File: config.mk
export PLATFORM = sky130hd
export DESIGN_NAME = swmf_queue
export DESIGN_NICKNAME = d
export VERILOG_FILES = /design/src/rtl/core/swmf_pkg.sv /design/src/rtl/core/swmf_queue.sv
export SDC_FILE = /design/constraint.sdc
export NUM_CORES = 1
export LEC_CHECK = 0
export ABC_AREA = 0
export BUFFER_PORTS_ARGS = -buffer_cell sky130_fd_sc_hd__buf_2
export CORE_ASPECT_RATIO = 1.25
export CORE_UTILIZATION = 35
export CTS_CLUSTER_DIAMETER = 150
export DETAILED_ROUTE_END_ITERATION = 16
export SYNTH_ARGS = -nofsm -noshare
export SYNTH_HDL_FRONTEND = slang
export SYNTH_SLANG_ARGS = --single-unit
File: constraint.sdc
create_clock -name clk -period 1.6 [get_ports clk]
set_input_delay 0.08 -clock clk [delete_from_list [all_inputs] [get_ports clk]]
set_output_delay 0.08 -clock clk [all_outputs]
set_load 0.01 [all_outputs]
File: src/rtl/core/swmf_pkg.sv
`timescale 1ns / 1ps
// ----------------------------------------------------------------------------
// swmf_pkg: shared types and constants of the median filter
// Field widths, register indexes, reset sizes and the queue item format.
// ----------------------------------------------------------------------------
package swmf_pkg;

  localparam int PIX_W       = 8;
  localparam int COLS_W      = 11;
  localparam int ROWS_W      = 12;
  localparam int CFG_W       = 12;
  localparam int CFG_IDX_W   = 1;
  localparam int ROW_W       = 14;
  localparam int POS_W       = 26;
  localparam int COLS_LIMIT  = 2047;
  localparam int QUEUE_DEPTH = 4;
  localparam int QPTR_W      = 2;

  localparam logic [CFG_IDX_W-1:0] REG_IMAGE_COLS = 1'b0;
  localparam logic [CFG_IDX_W-1:0] REG_IMAGE_ROWS = 1'b1;

  localparam logic [COLS_W-1:0] COLS_RESET = 11'd1024;
  localparam logic [ROWS_W-1:0] ROWS_RESET = 12'd1024;

  typedef struct packed {
    logic [PIX_W-1:0]  value;
    logic [COLS_W-1:0] col;
    logic              emit;
    logic              interior;
    logic              last;
  } swmf_item_t;

endpackage

File: src/rtl/core/swmf_queue.sv
`timescale 1ns / 1ps
// ----------------------------------------------------------------------------
// swmf_queue: item queue between the front and back of the median filter
// Small first-in first-out buffer of tagged items; push and pop may coincide.
// ----------------------------------------------------------------------------
module swmf_queue (
  input  logic                 clk,
  input  logic                 rst,
  input  logic                 push,
  input  swmf_pkg::swmf_item_t push_item,
  output logic                 full,
  input  logic                 pop,
  output logic                 valid,
  output swmf_pkg::swmf_item_t head
);
  import swmf_pkg::*;

  swmf_item_t        entries [QUEUE_DEPTH];
  logic [QPTR_W-1:0] wr_ptr;
  logic [QPTR_W-1:0] rd_ptr;
  logic [QPTR_W:0]   count;

  assign full  = count == (QPTR_W + 1)'(QUEUE_DEPTH);
  assign valid = count != '0;
  assign head  = entries[rd_ptr];

  always_ff @(posedge clk) begin
    if (rst) begin
      wr_ptr <= '0;
      rd_ptr <= '0;
      count  <= '0;
    end else begin
      if (push) begin
        wr_ptr <= wr_ptr + QPTR_W'(1);
      end
      if (pop) begin
        rd_ptr <= rd_ptr + QPTR_W'(1);
      end
      count <= count + (QPTR_W + 1)'(push) - (QPTR_W + 1)'(pop);
    end
  end

  always_ff @(posedge clk) begin
    if (push) begin
      entries[wr_ptr] <= push_item;
    end
  end

endmodule

==> results.json <==
{
  "postCtsSetupBuffers": 0,
  "period_share_pct": 104,
  "r2r_cells": 6,
  "cp-endpoint": "head[10]",
  "syn-cell-area_um2": 3620,
  "setup_violations": 22,
  "dp_slack_ns": 0.0450,
  "gp_congestion": 0.701,
  "start_kind": "flop",
  "initial_utilization_pct": 36.0,
  "layout_setup_ws_ns": -0.0585,
  "fmax_ghz": 0.603,
  "rsz0062_at_grt": "yes",
  "coreArea_um2": 10100,
  "die-area_um2": 10800,
  "port_buffers": 49,
  "wire_per_inst_um": 16.4,
  "synth_edf_count": 88,
  "cts-root-buf": "clkbuf_16",
  "ant_nets": 0,
  "hp-class": "primary input to flop",
  "htreeDepth": 3,
  "worstHoldStart": "rst",
  "timing.max_cap.violations": 0,
  "synth_area_leaders": "edfxtp_1 (73%), mux4_2 (12%), dfxtp_1 (5.0%)",
  "drive_gt1_share_pct": 40.4,
  "dr.pass1.iters": 4,
  "drt_iter0_drc": 76,
  "grt_overflow_total": 0,
  "status": "finished with violations",
  "async_flop_share_pct": 0,
  "worstMarginPinSlew_ns": 0.280,
  "critPathKind": "flop to primary output",
  "clkTransAtPathRegs_ns": 0.06,
  "cts_buffers": 9,
  "r2r_start": "count[0]",
  "cts_tree": "yes",
  "slew_violations": 0,
  "clock-sinks": 97,
  "skew_ns": 0.00281,
  "insertion_delay_ns": 0.33,
  "p_total_mw": 5.81,
  "insertedDiodeCount": 0,
  "hold_viol_final": 0,
  "vias": 1754,
  "r2r_end": "count[1]",
  "relSlewSlack_pct": 81.4,
  "power.leakage_nw": 1.68,
  "avgSynthCellArea_um2": 23.2,
  "final_nets": 278,
  "ys_seq_area_share_pct": 78.0,
  "synth_area_leader_cell": "edfxtp_1",
  "cp.required_ns": 1.52,
  "p_per_area_nw_per_um2": 1210,
  "clock_path_buffers": 2,
  "r2r_slack_ns": 0.08,
  "ys_seq_elements": 97,
  "grt_pass1_wl_um": 9670,
  "area_growth_syn_to_layout_pct": 32.4,
  "failed_checks": "setup timing",
  "antenna_found_initial": 0,
  "syn_nets": 189,
  "critPathArrivalTime_ns": 1.58,
  "grt_max_degree": 21,
  "crit_path_end_kind": "primary output",
  "hpwl_um": 3850,
  "yosysWarnings": 0,
  "fp.dieH_um": 116,
  "track_usage_pct": 12.6,
  "ys_types": 20,
  "die_w_um": 92.9,
  "num_rows": 41,
  "fin_crit_ns": 1.66,
  "grt_pass1_vias": 1839,
  "num_io_pins": 50,
  "via_per_inst": 4.63,
  "ir_worst_vdd_mv": 0.598,
  "synthFlopType": "edfxtp_1",
  "drc": 0,
  "crit_fanout": 4,
  "yosysTopAreaCellShare_pct": 73.0,
  "synth_cells": 156,
  "routed_wl_um": 6220
}
## timing repair
item / CTS / global route
hold buffers: 22 / 0
cloned: 1 / 1
hold endpoints to repair: 88 / 0
gates resized for setup: 13 / 12
setup endpoints to repair: 22 / 24
## worst min-delay path by stage
stage | to | slack (ns) | depth (start not counted)
after CTS | flop | 0.01 | 2
after detailed placement | entries[3][5] | 0.30 | 1
after global routing | count[0] | 0.03 | 2
final | count[0] | 0.02 | 2
after global placement | entries[2][4] | 0.30 | 1
after floorplan | count[0] | 0.15 | 1
## registers in the layout, summed over array words and instances, names as in the netlist, named ones only
name / cells
entries: 88
count: 3
rd_ptr: 2
wr_ptr: 2
## logic make-up after synthesis
logic type / share of synthesized area, %
buffers and inverters: 1.52
xor gates and xnor gates: 1.14
and+or+nand+nor: 2.11
muxes: 14.2
AOI/OAI and AO/OA: 0.415
adders and majority gates: 2.63
DFF: 78.0
## report_power, final
part | internal [mW] | switching (mW) | total, mW
registers | 2.91 | 0.0570 | 2.97
clock network | 1.20 | 0.842 | 2.04
logic | 0.467 | 0.330 | 0.797
## worst max-delay path: stages, from the launching register on
cell       delay, ns
dfxtp_4         0.42
clkbuf_16       0.17
mux4_2          0.52
buf_6           0.14
## layout by cell type (no fill, tap or decap), drive strengths merged
cell type,n
clkinvlp,1
a21bo,1
nor2b,2
xor3,1
mux4,22
and3,1
a21oi,1
and2,4
clkinv,4
or3,1
xnor2,2
nor2,5
ha,6
fa,1
inv,6
nand3b,1
dfxtp,9
edfxtp,88
mux2i,1
bufinv,1
clkbuf,11
buf,59
dlygate4sd3,22
## Yosys cell counts (2+ instances only)
| cell | n |
|---|---|
| inv_1 | 6 |
| mux4_1 | 2 |
| ha_1 | 6 |
| mux4_2 | 20 |
| xnor2_1 | 2 |
| nor2b_1 | 2 |
| buf_2 | 2 |
| edfxtp_1 | 88 |
| nor2_1 | 5 |
| and2_1 | 4 |
| dfxtp_1 | 9 |
| buf_6 | 2 |
## metal layers
metal  global-route usage (%)  part of all wire (%)  routed length (µm)  up-vias
met4                     5.23                  0.98                  61        0
li1                         -                     -                   -      810
met5                        0                     0                   0        -
met2                     21.0                    53                3320       35
met3                     3.67                   4.0                 246        4
met1                     15.3                    42                2590      905
## metrics by stage
step	cells	hold slack (ns)	cell area, µm²	TNS, ns	utilization (%)
global route	379	0.0254	4790	-2.00	47.6
detailed placement	339	0.297	4120	0	41.0
finish	379	0.0187	4790	-0.814	47.6
CTS	378	0.0149	4700	-1.16	46.8
floorplan	156	0.152	3620	0	-
global placement	339	0.296	4120	0	41.0
## layout make-up
type	count	area (µm²)
Clock buffer	10	229
Clock inverter	6	58.8
Fill cell	866	5260
Inverter	6	22.5
Multi-Input combinational cell	49	738
Sequential cell	97	2830
Tap cell	129	161
Timing Repair Buffer	82	752
(Power assumes the default switching activity.)
