===== src/rtl/core/swmf_pkg.sv =====
`timescale 1ns / 1ps
// ----------------------------------------------------------------------------
// swmf_pkg: shared types and constants of the median filter
// Field widths, register indexes, reset sizes and the queue item format.
// ----------------------------------------------------------------------------
package swmf_pkg;

  localparam int PIX_W       = 8;
  localparam int COLS_W      = 11;
  localparam int ROWS_W      = 12;
  localparam int CFG_W       = 12;
  localparam int CFG_IDX_W   = 1;
  localparam int ROW_W       = 14;
  localparam int POS_W       = 26;
  localparam int COLS_LIMIT  = 2047;
  localparam int QUEUE_DEPTH = 4;
  localparam int QPTR_W      = 2;

  localparam logic [CFG_IDX_W-1:0] REG_IMAGE_COLS = 1'b0;
  localparam logic [CFG_IDX_W-1:0] REG_IMAGE_ROWS = 1'b1;

  localparam logic [COLS_W-1:0] COLS_RESET = 11'd1024;
  localparam logic [ROWS_W-1:0] ROWS_RESET = 12'd1024;

  typedef struct packed {
    logic [PIX_W-1:0]  value;
    logic [COLS_W-1:0] col;
    logic              emit;
    logic              interior;
    logic              last;
  } swmf_item_t;

endpackage


===== src/rtl/core/swmf_front.sv =====
`timescale 1ns / 1ps
// ----------------------------------------------------------------------------
// swmf_front: input side of the median filter
// Holds the size registers and frame positions, tags each accepted item
// with its line column, emit, border and frame-end flags, and queues it.
// ----------------------------------------------------------------------------
module swmf_front #(
  parameter int WINDOW   = 3,
  parameter int MAX_COLS = 1024
) (
  input  logic                           clk,
  input  logic                           rst,
  input  logic                           cfg_write,
  input  logic [swmf_pkg::CFG_IDX_W-1:0] cfg_index,
  input  logic [swmf_pkg::CFG_W-1:0]     cfg_data,
  input  logic                           in_valid,
  output logic                           in_ready,
  input  logic                           action,
  input  logic [swmf_pkg::PIX_W-1:0]     pixel_in,
  input  logic                           q_full,
  output logic                           q_push,
  output swmf_pkg::swmf_item_t           q_item
);
  import swmf_pkg::*;

  localparam int HALF    = WINDOW / 2;
  localparam int COL_CAP = (MAX_COLS < COLS_LIMIT) ? MAX_COLS : COLS_LIMIT;

  typedef enum logic [1:0] {
    ST_RUN,
    ST_MUL,
    ST_SUM
  } state_t;

  state_t            state;
  logic [COLS_W-1:0] image_cols;
  logic [ROWS_W-1:0] image_rows;
  logic [COLS_W-1:0] cols_q;
  logic [ROWS_W-1:0] rows_q;
  logic [POS_W-1:0]  prod_in;
  logic [POS_W-1:0]  prod_out;
  logic [POS_W-1:0]  prod_tot;
  logic [POS_W-1:0]  total;
  logic [POS_W-1:0]  lag;
  logic [ROW_W-1:0]  in_row;
  logic [COLS_W-1:0] in_col;
  logic [ROW_W-1:0]  out_row;
  logic [COLS_W-1:0] out_col;
  logic [POS_W-1:0]  k;
  logic [POS_W-1:0]  p;

  logic [ROW_W-1:0]  in_row_next;
  logic [COLS_W-1:0] in_col_next;
  logic [ROW_W-1:0]  out_row_next;
  logic [COLS_W-1:0] out_col_next;
  logic [POS_W-1:0]  k_next;
  logic [POS_W-1:0]  p_next;

  logic [COLS_W-1:0] cols_eff;
  logic [ROWS_W-1:0] rows_eff;
  logic              accept;
  logic              k_below;
  logic              emit;
  logic              last;
  logic              interior;
  logic              in_wrap;
  logic              out_wrap;

  always_comb begin
    cols_eff = (image_cols == '0) ? COLS_W'(1) : image_cols;
    if (int'(cols_eff) > COL_CAP) begin
      cols_eff = COLS_W'(COL_CAP);
    end
    rows_eff = (image_rows == '0) ? ROWS_W'(1) : image_rows;
  end

  assign in_ready = (state == ST_RUN) && !q_full;
  assign accept   = in_valid && in_ready;

  assign k_below  = k < total;
  assign emit     = ({1'b0, p} + {1'b0, lag}) <= {1'b0, k};
  assign last     = ({1'b0, p} + (POS_W + 1)'(1)) >= {1'b0, total};
  assign interior = (out_row >= ROW_W'(HALF))
                 && (((ROW_W + 1)'(out_row) + (ROW_W + 1)'(HALF)) < (ROW_W + 1)'(rows_q))
                 && (out_col >= COLS_W'(HALF))
                 && (((COLS_W + 1)'(out_col) + (COLS_W + 1)'(HALF))
                     < (COLS_W + 1)'(cols_q));

  assign q_push         = accept;
  assign q_item.value   = (k_below && !action) ? pixel_in : '0;
  assign q_item.col     = in_col;
  assign q_item.emit    = emit;
  assign q_item.interior = interior;
  assign q_item.last    = last;

  assign in_wrap  = ((COLS_W + 1)'(in_col) + (COLS_W + 1)'(1)) >= (COLS_W + 1)'(cols_q);
  assign out_wrap = ((COLS_W + 1)'(out_col) + (COLS_W + 1)'(1)) >= (COLS_W + 1)'(cols_q);

  always_comb begin
    if (in_wrap) begin
      in_col_next = '0;
      in_row_next = in_row + ROW_W'(1);
      k_next      = k - POS_W'(in_col) + POS_W'(cols_q);
    end else begin
      in_col_next = in_col + COLS_W'(1);
      in_row_next = in_row;
      k_next      = k + POS_W'(1);
    end
    out_col_next = out_col;
    out_row_next = out_row;
    p_next       = p;
    if (emit) begin
      if (last) begin
        in_col_next  = '0;
        in_row_next  = '0;
        k_next       = '0;
        out_col_next = '0;
        out_row_next = '0;
        p_next       = '0;
      end else if (out_wrap) begin
        out_col_next = '0;
        out_row_next = out_row + ROW_W'(1);
        p_next       = p - POS_W'(out_col) + POS_W'(cols_q);
      end else begin
        out_col_next = out_col + COLS_W'(1);
        p_next       = p + POS_W'(1);
      end
    end
  end

  always_ff @(posedge clk) begin
    if (rst) begin
      state      <= ST_MUL;
      image_cols <= COLS_RESET;
      image_rows <= ROWS_RESET;
      in_row     <= '0;
      in_col     <= '0;
      out_row    <= '0;
      out_col    <= '0;
      k          <= '0;
      p          <= '0;
    end else if (cfg_write) begin
      unique case (cfg_index)
        REG_IMAGE_COLS: image_cols <= cfg_data[COLS_W-1:0];
        REG_IMAGE_ROWS: image_rows <= cfg_data[ROWS_W-1:0];
      endcase
      state <= ST_MUL;
    end else begin
      unique case (state)
        ST_MUL: begin
          cols_q   <= cols_eff;
          rows_q   <= rows_eff;
          prod_in  <= POS_W'(in_row) * POS_W'(cols_eff);
          prod_out <= POS_W'(out_row) * POS_W'(cols_eff);
          prod_tot <= POS_W'(rows_eff) * POS_W'(cols_eff);
          state    <= ST_SUM;
        end
        ST_SUM: begin
          k     <= prod_in + POS_W'(in_col);
          p     <= prod_out + POS_W'(out_col);
          total <= prod_tot;
          lag   <= POS_W'(cols_q) * POS_W'(HALF) + POS_W'(HALF);
          state <= ST_RUN;
        end
        ST_RUN: begin
          if (accept) begin
            in_row  <= in_row_next;
            in_col  <= in_col_next;
            out_row <= out_row_next;
            out_col <= out_col_next;
            k       <= k_next;
            p       <= p_next;
          end
        end
        default: state <= ST_MUL;
      endcase
    end
  end

endmodule


===== config.mk =====
export PLATFORM = sky130hd
export DESIGN_NAME = swmf_front
export DESIGN_NICKNAME = d
export VERILOG_FILES = /design/src/rtl/core/swmf_pkg.sv /design/src/rtl/core/swmf_front.sv
export SDC_FILE = /design/constraint.sdc
export NUM_CORES = 2
export LEC_CHECK = 0
export ABC_AREA = 1
export CAP_MARGIN = 20
export CORE_MARGIN = 5
export CORE_UTILIZATION = 55
export CTS_BUF_LIST = sky130_fd_sc_hd__clkbuf_16
export CTS_CLUSTER_SIZE = 30
export DETAILED_ROUTE_END_ITERATION = 16
export DONT_BUFFER_PORTS = 1
export HOLD_SLACK_MARGIN = 0.15
export PLACE_DENSITY = 0.68
export REMOVE_ABC_BUFFERS = 1
export SYNTH_ARGS = -nofsm -noshare
export SYNTH_HDL_FRONTEND = slang
export SYNTH_SLANG_ARGS = --single-unit

===== constraint.sdc =====
create_clock -name clk -period 8 [get_ports clk]
set_input_delay 0 -clock clk [delete_from_list [all_inputs] [get_ports clk]]
set_output_delay 0 -clock clk [all_outputs]
set_load 0.01 [all_outputs]

==> qor.yml <==
power:
  p_switching_mw: 1.691
  p_sw_share_pct: 37.48
  cellInternalPower_mw: 2.821
  power_frac_comb_pct: 29.7
  peakVddDrop_uv: 136.4
  clockPowerShare_pct: 36.5
  p_leak_nw: 19.10
  seq_power_share_pct: 33.7
  power.density_nw_per_um2: 120.7
route:
  routed_wl_um: 101400
  drt_first_pass_iters: 8
  wl_per_cell_um: 18.33
  first_iter_violations: 2890
  routed_via_density: 5.519
  drc: 0
  vias: 30520
  ant_nets: 0
floorplanning:
  die_w_um: 262.8
  die_h_um: 262.8
  die_area_um2: 69060
  ios: 51
  rows: 92
  core_um2: 63200
  start_util_pct: 55.61
synth:
  synth_ff_type: "edfxtp_1"
  synth-edff-count: 131
  synth_top_family_by_area: "adder cells"
  synthCells: 4693
  ys_ff_latch: 258
  synth_top_cell_area_share_pct: 18.68
  yosysTopAreaCell: "fa_1"
  synth_area_leaders: "fa_1 (19%), ha_1 (15%), edfxtp_1 (11%), nand2_1 (9.8%), inv_1 (9.2%)"
  synth_compound_area_share_pct: 9.235
  synthMuxAreaShare_pct: 0
  synth-xor-area-share_pct: 5.109
  synth_cell_types: 56
  syn_area_per_cell_um2: 7.489
  synthAdderAreaFrac_pct: 33.60
  async_reset_ff_share_pct: 0
  ys_seq_area_share_pct: 18.43
  synth-simple-area-share_pct: 22.21
  netlist_area_um2: 35150
  yosys_warnings: 0
timing:
  worstMarginPinSlew_ns: 0.8812
  max_slew_margin_pct: 40.63
  setup_tns_ns: 0
  hold_violations: 0
  rsz0062_at_grt: "false"
  fmax_mhz: 138.3
  fin_crit_sh_pct: 90.41
  fin_crit_ns: 7.233
  setup_viol: 0
  worst_clock_skew_ns: 0.03911
  slew_viol_final: 0
setup_path:
  cp_num_buf_inv: 5
  crit_slowest_cell: "inv_1"
  worst_ep_required_time_ns: 8.32
  setup.worst_path.start_class: "register"
  path_cells: "nor4_1 > nor3b_1 > nand4_1 > nand2_1 > nand2_1 > inv_1 > buf_4 > nand2_1 > fa_1 > inv_1 > fa_1 > fa_1 > fa_1 > inv_1 > fa_1 > inv_1 > ha_1 > a21oi_1 > o21ai_0 > a2111oi_0 > nand3_1 > nand3_1 > nand2_1 > xor2_1"
  max_stage_delay_ns: 0.59
  cp_max_fo: 19
  path_delay_family: "adder cells"
  end_kind: "register"
  cpMostUsedCell: "fa_1"
  worstPathArrival_ns: 7.55
  criticalPathCategory: "reg2reg"
place:
  hpwl_um: 79740
  io_buffer_count: 0
  dp.cells: 5419
  dpl-instance-area_um2: 35730
  gp_congestion: 0.9611
hold_path:
  hold_path_class: "in2reg"
clocking:
  clkTransAtPathRegs_ns: 0.06
  htree_num_levels: 2
  clock_path_buffers: 3
  cts_sinks: 258
  insertion_delay_ns: 0.58
  numCtsBuffers: 36
  cts_tree: "yes"
  root_buffer: "clkbuf_16"
global_routing:
  grt-ovfl-total: 0
  grt_max_degree: 60
  grt_pass1_wl_um: 160900
  globalRouteTotalUtil_pct: 28.77
  grt_pass1_vias: 29550
  antenna_found_initial: 2
final_layout:
  fin_cells: 5530
  multi_input_area_um2: 24670
  final_common_cell: "nand2_1"
  drive_above_1_share_pct: 3.416
  finalNetCount: 5431
  antenna-diode-count: 0
  n_fill_cell: 5909
  final_area_um2: 37390
  area_growth_pct: 6.397
  regArea_um2: 6477
  layout_common_cells: "nand2_1 (913), inv_1 (862), nor2_1 (527)"
status:
  outcome: "completed"
flow_run:
  maxCapViolCount: 0
## state kept, by name, indices dropped and copies added (netlist names), 14 cells and up
name      count
k            26
p            26
prod_in      25
prod_out     25
prod_tot     23
total        23
in_row       14
out_row      14
## synthesized netlist by cell type, types with 8 or more instances
| cell type | n |
|---|---|
| nand2_1 | 913 |
| inv_1 | 862 |
| nor2_1 | 529 |
| ha_1 | 419 |
| fa_1 | 328 |
| a21oi_1 | 298 |
| nand3_1 | 199 |
| o21ai_0 | 185 |
| xor2_1 | 154 |
| edfxtp_1 | 131 |
| dfxtp_1 | 127 |
| clkbuf_1 | 89 |
| nand4_1 | 80 |
| xnor2_1 | 51 |
| nor3_1 | 44 |
| buf_2 | 30 |
| o211ai_1 | 25 |
| nor4_1 | 20 |
| a31oi_1 | 19 |
| a21o_1 | 18 |
| inv_2 | 15 |
| or2_2 | 13 |
| clkinv_1 | 12 |
| o21bai_1 | 12 |
| buf_4 | 11 |
| o21a_1 | 10 |
| nand3b_1 | 9 |
| a21boi_0 | 8 |
## metrics by stage
step / worst slack [ns] / hold WS [ns] / total power [mW] / utilization, %
CTS: 0.8599 / 0.1679 / 4.514 / 59.13
floorplan: 1.223 / 0.05485 / 2.461 / -
global placement: 0.9548 / 0.06088 / 2.827 / 56.55
detailed placement: 0.8552 / 0.06079 / 2.836 / 56.55
finish: 0.7675 / 0.1987 / 4.512 / 59.17
global route: 0.2587 / 0.2257 / 4.753 / 59.17
## final timing paths
check                 from        endpoint  slack, ns  cells past startpoint
max          image_cols[2]    prod_out[23]       0.77                     24
min           cfg_data[11]  image_rows[11]       0.20                      3
max reg2reg  image_cols[2]    prod_out[23]       0.77                     24
min reg2reg    prod_tot[1]        total[1]       0.42                      0
## timing repair
action | 4_1_cts | 5_1_grt
hold buffers | 45 | 0
setup buffers | 0 | 0
gates resized for setup | 0 | 0
setup endpoints to repair | 0 | 0
endpoints found under the hold margin | 189 | 0
## worst min-delay path: stages
cell,delay (ns)
dlygate4sd3_1,0.51
o21ai_0,0.09
a21oi_1,0.11
## cell type report
type	count	area share, %
Tap cell	846	2.831
Clock inverter	29	0.7261
Multi-Input combinational cell	3401	65.99
Inverter	890	8.940
Sequential cell	258	17.32
Timing Repair Buffer	70	1.787
Clock buffer	36	2.409
## cell families after synthesis
group	count (synthesis)
AND/OR/NAND/NOR	1852
buffers and inverters	1034
adder cells (fa/ha/maj)	747
AO/OA/AOI/OAI	597
flip-flops	258
XOR/XNOR	205
## routing by layer
| layer | track usage (%) | vias up | share of wire [%] |
|---|---|---|---|
| met3 | 3.942 | 183 | 7.1 |
| li1 | - | 14780 | - |
| met2 | 46.64 | 1067 | 46 |
| met5 | 0 | - | 0.013 |
| met1 | 40.84 | 14490 | 44 |
| met4 | 7.716 | 2 | 3.0 |
## power groups by stage
stage / clock network (mW) / logic (mW) / registers [mW]
detailed placement: 0 / 1.29 / 1.55
CTS: 1.67 / 1.32 / 1.52
global placement: 0 / 1.28 / 1.55
floorplan: 0 / 0.939 / 1.52
finish: 1.65 / 1.34 / 1.52
global route: 1.73 / 1.50 / 1.53
(Power assumes the default switching activity.)
